File: config.mk
export PLATFORM = sky130hd
export DESIGN_NAME = json_string_unescape
export DESIGN_NICKNAME = d
export VERILOG_FILES = /design/src/rtl/jsu_pkg.sv /design/src/rtl/jsu_front.sv /design/src/rtl/jsu_queue.sv /design/src/rtl/jsu_back.sv /design/src/rtl/json_string_unescape.sv
export SDC_FILE = /design/constraint.sdc
export NUM_CORES = 1
export LEC_CHECK = 0
export ABC_AREA = 1
export BUFFER_PORTS_ARGS = -buffer_cell sky130_fd_sc_hd__buf_2
export CAP_MARGIN = 40
export CORE_MARGIN = 2
export CORE_UTILIZATION = 63
export CTS_CLUSTER_SIZE = 8
export DETAILED_ROUTE_END_ITERATION = 6
export PLACE_DENSITY = 0.86
export RECOVER_POWER = 100
export SLEW_MARGIN = 20
export SYNTH_ARGS = -nofsm -noshare
export SYNTH_HDL_FRONTEND = slang
export SYNTH_SLANG_ARGS = --single-unit
File: constraint.sdc
create_clock -name clock -period 10.3 [get_ports clock]
set_clock_uncertainty 0.05 [all_clocks]
set_input_delay 1.03 -clock clock [delete_from_list [all_inputs] [get_ports clock]]
set_output_delay 1.03 -clock clock [all_outputs]
set_load 0.05 [all_outputs]
File: src/rtl/jsu_pkg.sv
// Shared types, constants and helper functions for the JSON string unescaper.
package jsu_pkg;

   localparam int QDEPTH = 4;
   localparam int QPTR_W = $clog2(QDEPTH);
   localparam int QCNT_W = $clog2(QDEPTH + 1);

   localparam logic [7:0] CH_QUOTE = 8'h22;
   localparam logic [7:0] CH_BSLASH = 8'h5C;
   localparam logic [7:0] CH_U = 8'h75;

   localparam logic [15:0] SURR_LO = 16'hD800;
   localparam logic [15:0] SURR_HI = 16'hDFFF;
   localparam logic [15:0] REPL_CHAR = 16'hFFFD;
   localparam logic [15:0] ONE_BYTE_LIM = 16'h0080;
   localparam logic [15:0] TWO_BYTE_LIM = 16'h0800;
   localparam logic [7:0] LEAD2 = 8'hC0;
   localparam logic [7:0] LEAD3 = 8'hE0;
   localparam logic [7:0] CONT = 8'h80;
   localparam logic [5:0] CONT_MASK = 6'h3F;

   typedef struct packed {
      logic [2:0][7:0] data;
      logic [1:0] nbytes;
      logic ended;
   } entry_type;

   typedef struct packed {
      logic valid;
      logic [3:0] value;
   } hex_type;

   function automatic hex_type hex_digit(input logic [7:0] b);
      hex_type h;
      h.valid = 1'b1;
      h.value = 4'd0;
      if (b >= 8'h30 && b <= 8'h39) begin
         h.value = 4'(b - 8'h30);
      end else if (b >= 8'h61 && b <= 8'h66) begin
         h.value = 4'(b - 8'h57);
      end else if (b >= 8'h41 && b <= 8'h46) begin
         h.value = 4'(b - 8'h37);
      end else begin
         h.valid = 1'b0;
      end
      return h;
   endfunction

   function automatic logic [7:0] esc_map(input logic [7:0] b);
      logic [7:0] r;
      case (b)
         8'h6E: begin r = 8'h0A; end
         8'h74: begin r = 8'h09; end
         8'h72: begin r = 8'h0D; end
         8'h62: begin r = 8'h08; end
         8'h66: begin r = 8'h0C; end
         default: begin r = b; end
      endcase
      return r;
   endfunction

endpackage

File: src/rtl/jsu_front.sv
// Front end: escape and hex decoding, capacity tracking, word grouping.
module jsu_front #(
   parameter int COUNT_BITS = 20,
   parameter int CW = 23
) (
   input  logic clock,
   input  logic reset,
   input  logic [CW-1:0] lim,
   input  logic accept,
   input  logic [7:0] in_byte,
   input  logic in_last,
   output logic push,
   output jsu_pkg::entry_type entry,
   output logic [COUNT_BITS-1:0] base
);

   localparam logic [2:0] MODE_TEXT = 3'd0;
   localparam logic [2:0] MODE_ESC = 3'd1;
   localparam logic [2:0] MODE_HEX0 = 3'd2;
   localparam logic [2:0] MODE_HEX3 = 3'd5;

   logic [2:0] mode_ff, mode_in;
   logic [15:0] hex_ff, hex_in;
   logic open_ff, open_in;
   logic [COUNT_BITS-1:0] cnt_ff, cnt_in;
   logic fin_ff, fin_in;

   jsu_pkg::hex_type dig;
   logic [15:0] cp;
   logic [CW-1:0] cnt_ext;
   logic [CW-1:0] cnt_after;
   logic ended;

   always_comb begin
      mode_in = mode_ff;
      hex_in = hex_ff;
      open_in = open_ff;
      cnt_in = cnt_ff;
      fin_in = fin_ff;
      ended = 1'b0;
      entry = '0;
      dig = jsu_pkg::hex_digit(in_byte);
      cp = 16'd0;
      cnt_ext = CW'(cnt_ff);
      if (fin_ff) begin
         ended = 1'b0;
      end else if (cnt_ext >= lim) begin
         ended = 1'b1;
      end else begin
         case (mode_ff)
            MODE_TEXT: begin
               if (in_byte == jsu_pkg::CH_QUOTE) begin
                  ended = 1'b1;
               end else if (in_byte == jsu_pkg::CH_BSLASH && !in_last) begin
                  mode_in = MODE_ESC;
               end else begin
                  entry.data[0] = in_byte;
                  entry.nbytes = 2'd1;
               end
            end
            MODE_ESC: begin
               mode_in = MODE_TEXT;
               if (in_byte == jsu_pkg::CH_U) begin
                  mode_in = MODE_HEX0;
                  hex_in = 16'd0;
                  open_in = 1'b1;
               end else begin
                  entry.data[0] = jsu_pkg::esc_map(in_byte);
                  entry.nbytes = 2'd1;
               end
            end
            default: begin
               if (open_ff && dig.valid) begin
                  hex_in = {hex_ff[11:0], dig.value};
               end else begin
                  open_in = 1'b0;
               end
               if (mode_ff >= MODE_HEX3) begin
                  mode_in = MODE_TEXT;
                  cp = hex_in;
                  if (cp >= jsu_pkg::SURR_LO && cp <= jsu_pkg::SURR_HI) begin
                     cp = jsu_pkg::REPL_CHAR;
                  end
                  if (cp < jsu_pkg::ONE_BYTE_LIM) begin
                     entry.data[0] = cp[7:0];
                     entry.nbytes = 2'd1;
                  end else if (cp < jsu_pkg::TWO_BYTE_LIM) begin
                     if (cnt_ext + CW'(2) > lim) begin
                        ended = 1'b1;
                     end else begin
                        entry.data[0] = jsu_pkg::LEAD2 | {3'd0, cp[10:6]};
                        entry.data[1] = jsu_pkg::CONT | {2'd0, cp[5:0] & jsu_pkg::CONT_MASK};
                        entry.nbytes = 2'd2;
                     end
                  end else begin
                     if (cnt_ext + CW'(3) > lim) begin
                        ended = 1'b1;
                     end else begin
                        entry.data[0] = jsu_pkg::LEAD3 | {4'd0, cp[15:12]};
                        entry.data[1] = jsu_pkg::CONT | {2'd0, cp[11:6]};
                        entry.data[2] = jsu_pkg::CONT | {2'd0, cp[5:0] & jsu_pkg::CONT_MASK};
                        entry.nbytes = 2'd3;
                     end
                  end
               end else begin
                  mode_in = mode_ff + 3'd1;
               end
            end
         endcase
      end
      cnt_after = cnt_ext + CW'(entry.nbytes);
      if (!fin_ff) begin
         if (cnt_after >= lim || in_last) begin
            ended = 1'b1;
         end
         fin_in = ended;
         cnt_in = cnt_after[COUNT_BITS-1:0];
      end
      entry.ended = ended;
      if (in_last) begin
         mode_in = MODE_TEXT;
         hex_in = 16'd0;
         open_in = 1'b1;
         cnt_in = '0;
         fin_in = 1'b0;
      end
   end

   assign base = cnt_ff;
   assign push = accept && (entry.nbytes != 2'd0 || entry.ended);

   always_ff @(posedge clock) begin
      if (reset) begin
         mode_ff <= MODE_TEXT;
         hex_ff <= 16'd0;
         open_ff <= 1'b1;
         cnt_ff <= '0;
         fin_ff <= 1'b0;
      end else if (accept) begin
         mode_ff <= mode_in;
         hex_ff <= hex_in;
         open_ff <= open_in;
         cnt_ff <= cnt_in;
         fin_ff <= fin_in;
      end
   end

endmodule

File: src/rtl/jsu_queue.sv
// Small word queue between the decoder front end and the output back end.
module jsu_queue #(
   parameter int COUNT_BITS = 20
) (
   input  logic clock,
   input  logic reset,
   input  logic push,
   input  jsu_pkg::entry_type push_entry,
   input  logic [COUNT_BITS-1:0] push_base,
   input  logic pop,
   output logic full,
   output logic empty,
   output jsu_pkg::entry_type head_entry,
   output logic [COUNT_BITS-1:0] head_base
);

   jsu_pkg::entry_type ent_ff [jsu_pkg::QDEPTH];
   logic [COUNT_BITS-1:0] base_ff [jsu_pkg::QDEPTH];
   logic [jsu_pkg::QPTR_W-1:0] wr_ff, wr_in, rd_ff, rd_in;
   logic [jsu_pkg::QCNT_W-1:0] cnt_ff, cnt_in;

   assign full = (cnt_ff == jsu_pkg::QCNT_W'(jsu_pkg::QDEPTH));
   assign empty = (cnt_ff == '0);
   assign head_entry = ent_ff[rd_ff];
   assign head_base = base_ff[rd_ff];

   always_comb begin
      wr_in = push ? wr_ff + 1'b1 : wr_ff;
      rd_in = pop ? rd_ff + 1'b1 : rd_ff;
      cnt_in = cnt_ff;
      if (push && !pop) begin
         cnt_in = cnt_ff + 1'b1;
      end else if (pop && !push) begin
         cnt_in = cnt_ff - 1'b1;
      end
   end

   always_ff @(posedge clock) begin
      if (reset) begin
         wr_ff <= '0;
         rd_ff <= '0;
         cnt_ff <= '0;
      end else begin
         wr_ff <= wr_in;
         rd_ff <= rd_in;
         cnt_ff <= cnt_in;
      end
   end

   always_ff @(posedge clock) begin
      if (push) begin
         ent_ff[wr_ff] <= push_entry;
         base_ff[wr_ff] <= push_base;
      end
   end

endmodule

File: src/rtl/jsu_back.sv
// Back end: splits queued groups into single output words.
module jsu_back #(
   parameter int COUNT_BITS = 20
) (
   input  logic clock,
   input  logic reset,
   input  logic empty,
   input  jsu_pkg::entry_type head_entry,
   input  logic [COUNT_BITS-1:0] head_base,
   output logic pop,
   output logic rsp_valid,
   input  logic rsp_stall,
   output logic [7:0] rsp_out_byte,
   output logic rsp_byte_valid,
   output logic rsp_end_of_string,
   output logic [19:0] rsp_out_length
);

   localparam int SW = (COUNT_BITS + 2 > 20) ? COUNT_BITS + 2 : 20;

   logic [1:0] idx_ff, idx_in;
   logic valid_ff, valid_in;
   logic [7:0] byte_ff;
   logic bvalid_ff;
   logic eos_ff;
   logic [19:0] len_ff;

   logic load;
   logic last_beat;
   logic [1:0] beats_last;
   logic [7:0] cur_byte;
   logic [SW-1:0] len_sum;

   always_comb begin
      beats_last = (head_entry.nbytes == 2'd0) ? 2'd0 : head_entry.nbytes - 2'd1;
      last_beat = (idx_ff == beats_last);
      load = !empty && (!valid_ff || !rsp_stall);
      pop = load && last_beat;
      idx_in = idx_ff;
      if (load) begin
         idx_in = last_beat ? 2'd0 : idx_ff + 2'd1;
      end
      valid_in = load ? 1'b1 : (valid_ff && rsp_stall);
      case (idx_ff)
         2'd0: begin cur_byte = head_entry.data[0]; end
         2'd1: begin cur_byte = head_entry.data[1]; end
         2'd2: begin cur_byte = head_entry.data[2]; end
         default: begin cur_byte = 8'd0; end
      endcase
      if (head_entry.nbytes == 2'd0) begin
         len_sum = SW'(head_base);
      end else begin
         len_sum = SW'(head_base) + SW'(idx_ff) + SW'(1);
      end
   end

   always_ff @(posedge clock) begin
      if (reset) begin
         idx_ff <= 2'd0;
         valid_ff <= 1'b0;
      end else begin
         idx_ff <= idx_in;
         valid_ff <= valid_in;
      end
   end

   always_ff @(posedge clock) begin
      if (load) begin
         byte_ff <= (head_entry.nbytes == 2'd0) ? 8'd0 : cur_byte;
         bvalid_ff <= (head_entry.nbytes != 2'd0);
         eos_ff <= head_entry.ended && last_beat;
         len_ff <= len_sum[19:0];
      end
   end

   assign rsp_valid = valid_ff;
   assign rsp_out_byte = byte_ff;
   assign rsp_byte_valid = bvalid_ff;
   assign rsp_end_of_string = eos_ff;
   assign rsp_out_length = len_ff;

endmodule

File: src/rtl/json_string_unescape.sv
// JSON string unescaper top level: capacity register, decoder front, queue, output back.
// Takes one raw byte of a JSON string body per cycle and returns the unescaped
// bytes, one word per cycle while rsp_stall is low; a \uXXXX escape yields up to
// three UTF-8 bytes, which leave the output register as separate words. A four-entry
// queue between decoder and output lets input keep flowing while a multi-byte
// group drains; input stalls only when that queue is full. The capacity
// register is written through csr_wr_en and csr_wr_data and must only change
// while no string word is in flight.
module json_string_unescape #(
   parameter int COUNT_BITS = 20
) (
   input  logic clock,
   input  logic reset,
   input  logic csr_wr_en,
   input  logic [20:0] csr_wr_data,
   input  logic req_valid,
   output logic req_stall,
   input  logic [7:0] req_in_byte,
   input  logic req_in_last,
   output logic rsp_valid,
   input  logic rsp_stall,
   output logic [7:0] rsp_out_byte,
   output logic rsp_byte_valid,
   output logic rsp_end_of_string,
   output logic [19:0] rsp_out_length
);

   localparam int CW = ((COUNT_BITS > 21) ? COUNT_BITS : 21) + 2;
   localparam logic [CW-1:0] COUNT_MAX = (CW'(1) << COUNT_BITS) - CW'(1);
   localparam logic [CW-1:0] RESET_LIM = (CW'(1048575) > COUNT_MAX) ? COUNT_MAX : CW'(1048575);

   logic [CW-1:0] lim_ff, lim_in;
   logic accept;
   logic push, pop, q_full, q_empty;
   jsu_pkg::entry_type push_entry, head_entry;
   logic [COUNT_BITS-1:0] push_base, head_base;

   always_comb begin
      lim_in = lim_ff;
      if (csr_wr_en) begin
         lim_in = (csr_wr_data == 21'd0) ? '0 : CW'(csr_wr_data) - CW'(1);
         if (lim_in > COUNT_MAX) begin
            lim_in = COUNT_MAX;
         end
      end
   end

   always_ff @(posedge clock) begin
      if (reset) begin
         lim_ff <= RESET_LIM;
      end else begin
         lim_ff <= lim_in;
      end
   end

   assign req_stall = q_full;
   assign accept = req_valid && !q_full;

   jsu_front #(
      .COUNT_BITS(COUNT_BITS),
      .CW(CW)
   ) u_front (
      .clock(clock),
      .reset(reset),
      .lim(lim_ff),
      .accept(accept),
      .in_byte(req_in_byte),
      .in_last(req_in_last),
      .push(push),
      .entry(push_entry),
      .base(push_base)
   );

   jsu_queue #(
      .COUNT_BITS(COUNT_BITS)
   ) u_queue (
      .clock(clock),
      .reset(reset),
      .push(push),
      .push_entry(push_entry),
      .push_base(push_base),
      .pop(pop),
      .full(q_full),
      .empty(q_empty),
      .head_entry(head_entry),
      .head_base(head_base)
   );

   jsu_back #(
      .COUNT_BITS(COUNT_BITS)
   ) u_back (
      .clock(clock),
      .reset(reset),
      .empty(q_empty),
      .head_entry(head_entry),
      .head_base(head_base),
      .pop(pop),
      .rsp_valid(rsp_valid),
      .rsp_stall(rsp_stall),
      .rsp_out_byte(rsp_out_byte),
      .rsp_byte_valid(rsp_byte_valid),
      .rsp_end_of_string(rsp_end_of_string),
      .rsp_out_length(rsp_out_length)
   );

endmodule

==> summary.txt <==
Status
  – Outcome: finished with violations
  – Failing checks: capacitance limit, slew limit

Cells and area
  – Area Growth Syn to Fin: 11.1%
  – Fill cells: approximately 1800
  – Final #Nets: around 1900
  – Share of layout cells above drive strength 1: 6.33%
  – # diodes: 0

Placed design
  – Port bufs: 66
  – Final Wtd Congestion: around 1
  – Pre-CTS setup slack: 2.30 ns
  – Dpl hpwl: about 27000 µm

Synth
  – Syn avg cell area: between 9 and 10 µm²
  – Syn Inst Count: approximately 1700
  – Count leader, synth: nand2_1
  – Post-synth top area share: roughly 40%
  – Yosys cell types: 59
  – XOR/XNOR Fraction of Synth Area: under 10%
  – Post-synth top cells: nand2_1 (287), edfxtp_1 (206), nor2_1 (201)
  – Synth Area in Compound Gates: roughly an eighth
  – Post-synth ARST share: 0%
  – Register bit total from synthesis: between 200 and 300
  – Post-synthesis simple-gate area fraction: ~18%
  – Area share of fa/ha/maj cells after synthesis: under 10%
  – Seq/Total Area, Yosys: just under 50%
  – Proportion of synthesized area in mux cells: less than 1%
  – Largest family of logic cells by synthesized area: simple AND/OR/NAND/NOR gates
  – EDFF count, synth: 206
  – Post-synth top flop: edfxtp_1
  – Yosys top cell by area: edfxtp_1
  – Yosys warnings: 0
  – Synth top area cells: edfxtp_1 (40%), dfxtp_1 (9.6%), ha_1 (8.5%)
  – Post-Syn Nets: 1853
  – Synth Cell Area: approximately 0.016 mm²

STA
  – Fmax: between 100 and 150 MHz
  – Setup WS post-layout: 1.50 ns
  – Max-slew headroom: -137%
  – Hold WS: around 0.43 ns
  – Fin. Hold Viols: 0
  – Setup_tns: 0 ns
  – Period Utilization, post-route: a little under nine tenths
  – Worst Max-Slew Pin Slew: 3.55 ns
  – RSZ-0062 raised after global routing: no
  – Pins over their slew limit: around 180
  – Tmin final: between 8 and 9 ns
  – Setup violators final: 0

Global routing
  – First-pass GRT wire length: around 63000 µm
  – GRT overflow: 0
  – Largest net degree at the start of global routing: just over 90
  – Total track usage: a little over 30%
  – Initial antenna violation count: 0
  – Vias in the first global route: 12300

CTS
  – Num CTS Buffers: 41
  – Root Driver: clkbuf_16
  – CTS tree: built
  – Clock Sinks: about 280
  – Clock slew at reported path FFs: approximately 0.05 ns
  – Post-cts sizing count: 0
  – Clk buf depth: 3
  – H-tree depth: 2
  – Hold_buf cts: 0
  – Worst-Skew Late Latency: between 0.5 and 0.6 ns
  – Post-CTS Setup Repair Bufs: 0

Drt
  – Vias: between 10000 and 15000
  – Drt first pass iters: 7
  – Vias/cell: around 6
  – DRT antenna net count: 0
  – Final wirelength: approximately 40000 µm
  – DR iter-0 viols: 1493
  – Number of remaining DRC errors: 0
  – Wire per inst: around 19 µm

Setup path
  – Most common cell on crit path: nand2_1
  – Setup Crit Path Kind: flop to flop
  – Levels on crit path: 40
  – FF-to-FF End: u_queue.base_ff[0][13]$_DFFE_PP_
  – Reg2reg setup slack: roughly 1.5 ns
  – Worst-path fanout max: 24
  – Worst Path Required: 10.40 ns
  – CP Launch Type: flop
  – Worst Path Buf+Inv: 6
  – Slowest-stage cell, CP: nor2_1
  – R2R Path Start: u_front.base[2]$_SDFFE_PP0P_
  – Worst Reg2Reg Path Length in Cells: 40
  – Crit-path leading delay family: simple AND/OR/NAND/NOR gates
  – Worst Setup End Kind: flop
  – Worst path arrival time: between 8 and 9 ns
  – Max stage delay on crit path: about 0.70 ns

Power
  – Peak VDD IR: slightly below 0.0002 V
  – Overall Power: 4.24 mW
  – P_leak: 7.38 nW
  – PD cells: 244 mW/mm²

Floorplanning
  – Die area: 0.0261 mm²
  – Initial Util: between 60 and 70%
  – DIE WIDTH: ~160 µm
  – Core area: between 0.02 and 0.025 mm²
  – I/O pin cnt: 67
  – Die Ht: 162 µm
  – Site Rows: 57

Hold path
  – Hold Path Cell Cnt: 2
  – Worst Hold End: u_front.hex_ff[2]$_SDFFE_PP0P_
  – Worst Hold Class: flop to flop
  – Min-delay src: u_front.hex_ff[2]$_SDFFE_PP0P_

Run
  – Max-Cap Viols: 4
final cells by class:
class                      count  area, µm²  share of cell area [%]
clock buffer                  70       1140                    6.59
clock inverter                 4       96.3                   0.554
inverter                     192        723                    4.16
multi-input combinational   1176       6940                    39.9
sequential                   281       7690                    44.2
tap                          324        405                    2.33
timing repair buffer          79        385                    2.22
power by group:
group          total [mW]  switching [mW]  internal (mW)
Combinational        1.41            1.06          0.357
Sequential           1.54          0.0672           1.48
Clock                1.28           0.501          0.783
Total                4.24            1.63           2.62
cells by family (layout without fill, tap and decap cells):
group | count (synthesis) | in the layout
muxes | 1 | 1
DFF | 281 | 281
AOI/OAI and AO/OA | 331 | 331
adders and majority gates | 109 | 109
buffers and inverters | 252 | 345
and+or+nand+nor | 648 | 648
xor gates and xnor gates | 87 | 87
layer usage:
metal	up-vias	wire, µm	global-route usage, %
met2	685	18600	49.2
li1	6038	-	-
met3	107	3730	4.34
met4	0	1360	12.0
met5	-	0	0
met1	6112	16400	42.5
stage by stage:
| stage | cell area, µm² | utilization (%) | std cells |
|---|---|---|---|
| floorplan | 15600 | - | 1709 |
| CTS | 17500 | 72.0 | 2125 |
| global route | 17400 | 71.5 | 2126 |
| finish | 17400 | 71.5 | 2126 |
| global placement | 16200 | 66.6 | 2048 |
| detailed placement | 16300 | 66.9 | 2051 |
worst register-to-register path, delay by kind of cell, from the launching register on:
kind            cells  cell delay, ns
simple gates       22            3.89
buf+inv             6            1.39
fa+ha+maj           4            1.20
compound gates      6            0.83
flops               1            0.68
xor+xnor            2            0.38
registers in the layout, indices dropped and copies added, names as in the netlist, named ones only:
name	cells
u_queue.base_ff	80
u_front.base	20
u_queue.cnt_ff	3
u_queue.rd_ff	2
u_queue.wr_ff	2
u_back.rsp_out_byte	8
u_back.rsp_out_length	20
u_front.open_ff	1
u_back.rsp_end_of_string	1
u_back.rsp_byte_valid	1
lim_ff	22
u_queue.ent_ff	96
u_front.fin_ff	1
u_front.hex_ff	16
u_back.rsp_valid	1
u_front.mode_ff	3
u_back.idx_ff	2
worst max path at each step:
| stage | startpoint | endpoint | slack [ns] |
|---|---|---|---|
| 2_1_floorplan | req_in_byte[0] | u_queue.base_ff[0][0]$_DFFE_PP_ | 2.93 |
| 3_3_place_gp | u_front.base[11]$_SDFFE_PP0P_ | u_queue.base_ff[0][14]$_DFFE_PP_ | 2.39 |
| 3_5_place_dp | u_front.base[11]$_SDFFE_PP0P_ | u_queue.cnt_ff[1]$_SDFFE_PP0P_ | 2.30 |
| 4_1_cts | u_front.base[2]$_SDFFE_PP0P_ | u_queue.cnt_ff[1]$_SDFFE_PP0P_ | 2.23 |
| 5_1_grt | u_front.base[2]$_SDFFE_PP0P_ | u_queue.base_ff[0][12]$_DFFE_PP_ | 0.84 |
| 6_report | u_front.base[2]$_SDFFE_PP0P_ | u_queue.base_ff[0][13]$_DFFE_PP_ | 1.50 |
placed cells by master, fill, tap and decap left out, drive strengths merged, types with 3 or more instances in the layout:
cell type / synthesis / final
nand2: 300 / 300
nor2: 208 / 208
edfxtp: 206 / 206
inv: 191 / 192
o21ai: 113 / 113
clkbuf: 43 / 112
ha: 106 / 106
a21oi: 102 / 102
dfxtp: 75 / 75
xor2: 69 / 69
nand3: 63 / 63
buf: 17 / 37
nor3: 30 / 30
nand4: 29 / 29
o22ai: 29 / 29
a211oi: 21 / 21
o221ai: 19 / 19
xnor2: 18 / 18
nor4: 8 / 8
a32oi: 8 / 8
nand3b: 6 / 6
o211ai: 6 / 6
a21o: 4 / 4
o32ai: 4 / 4
o31ai: 3 / 3
a32o: 3 / 3
fa: 3 / 3
o21bai: 3 / 3
clkinv: 1 / 3
Power figures use the tool's default switching activity.
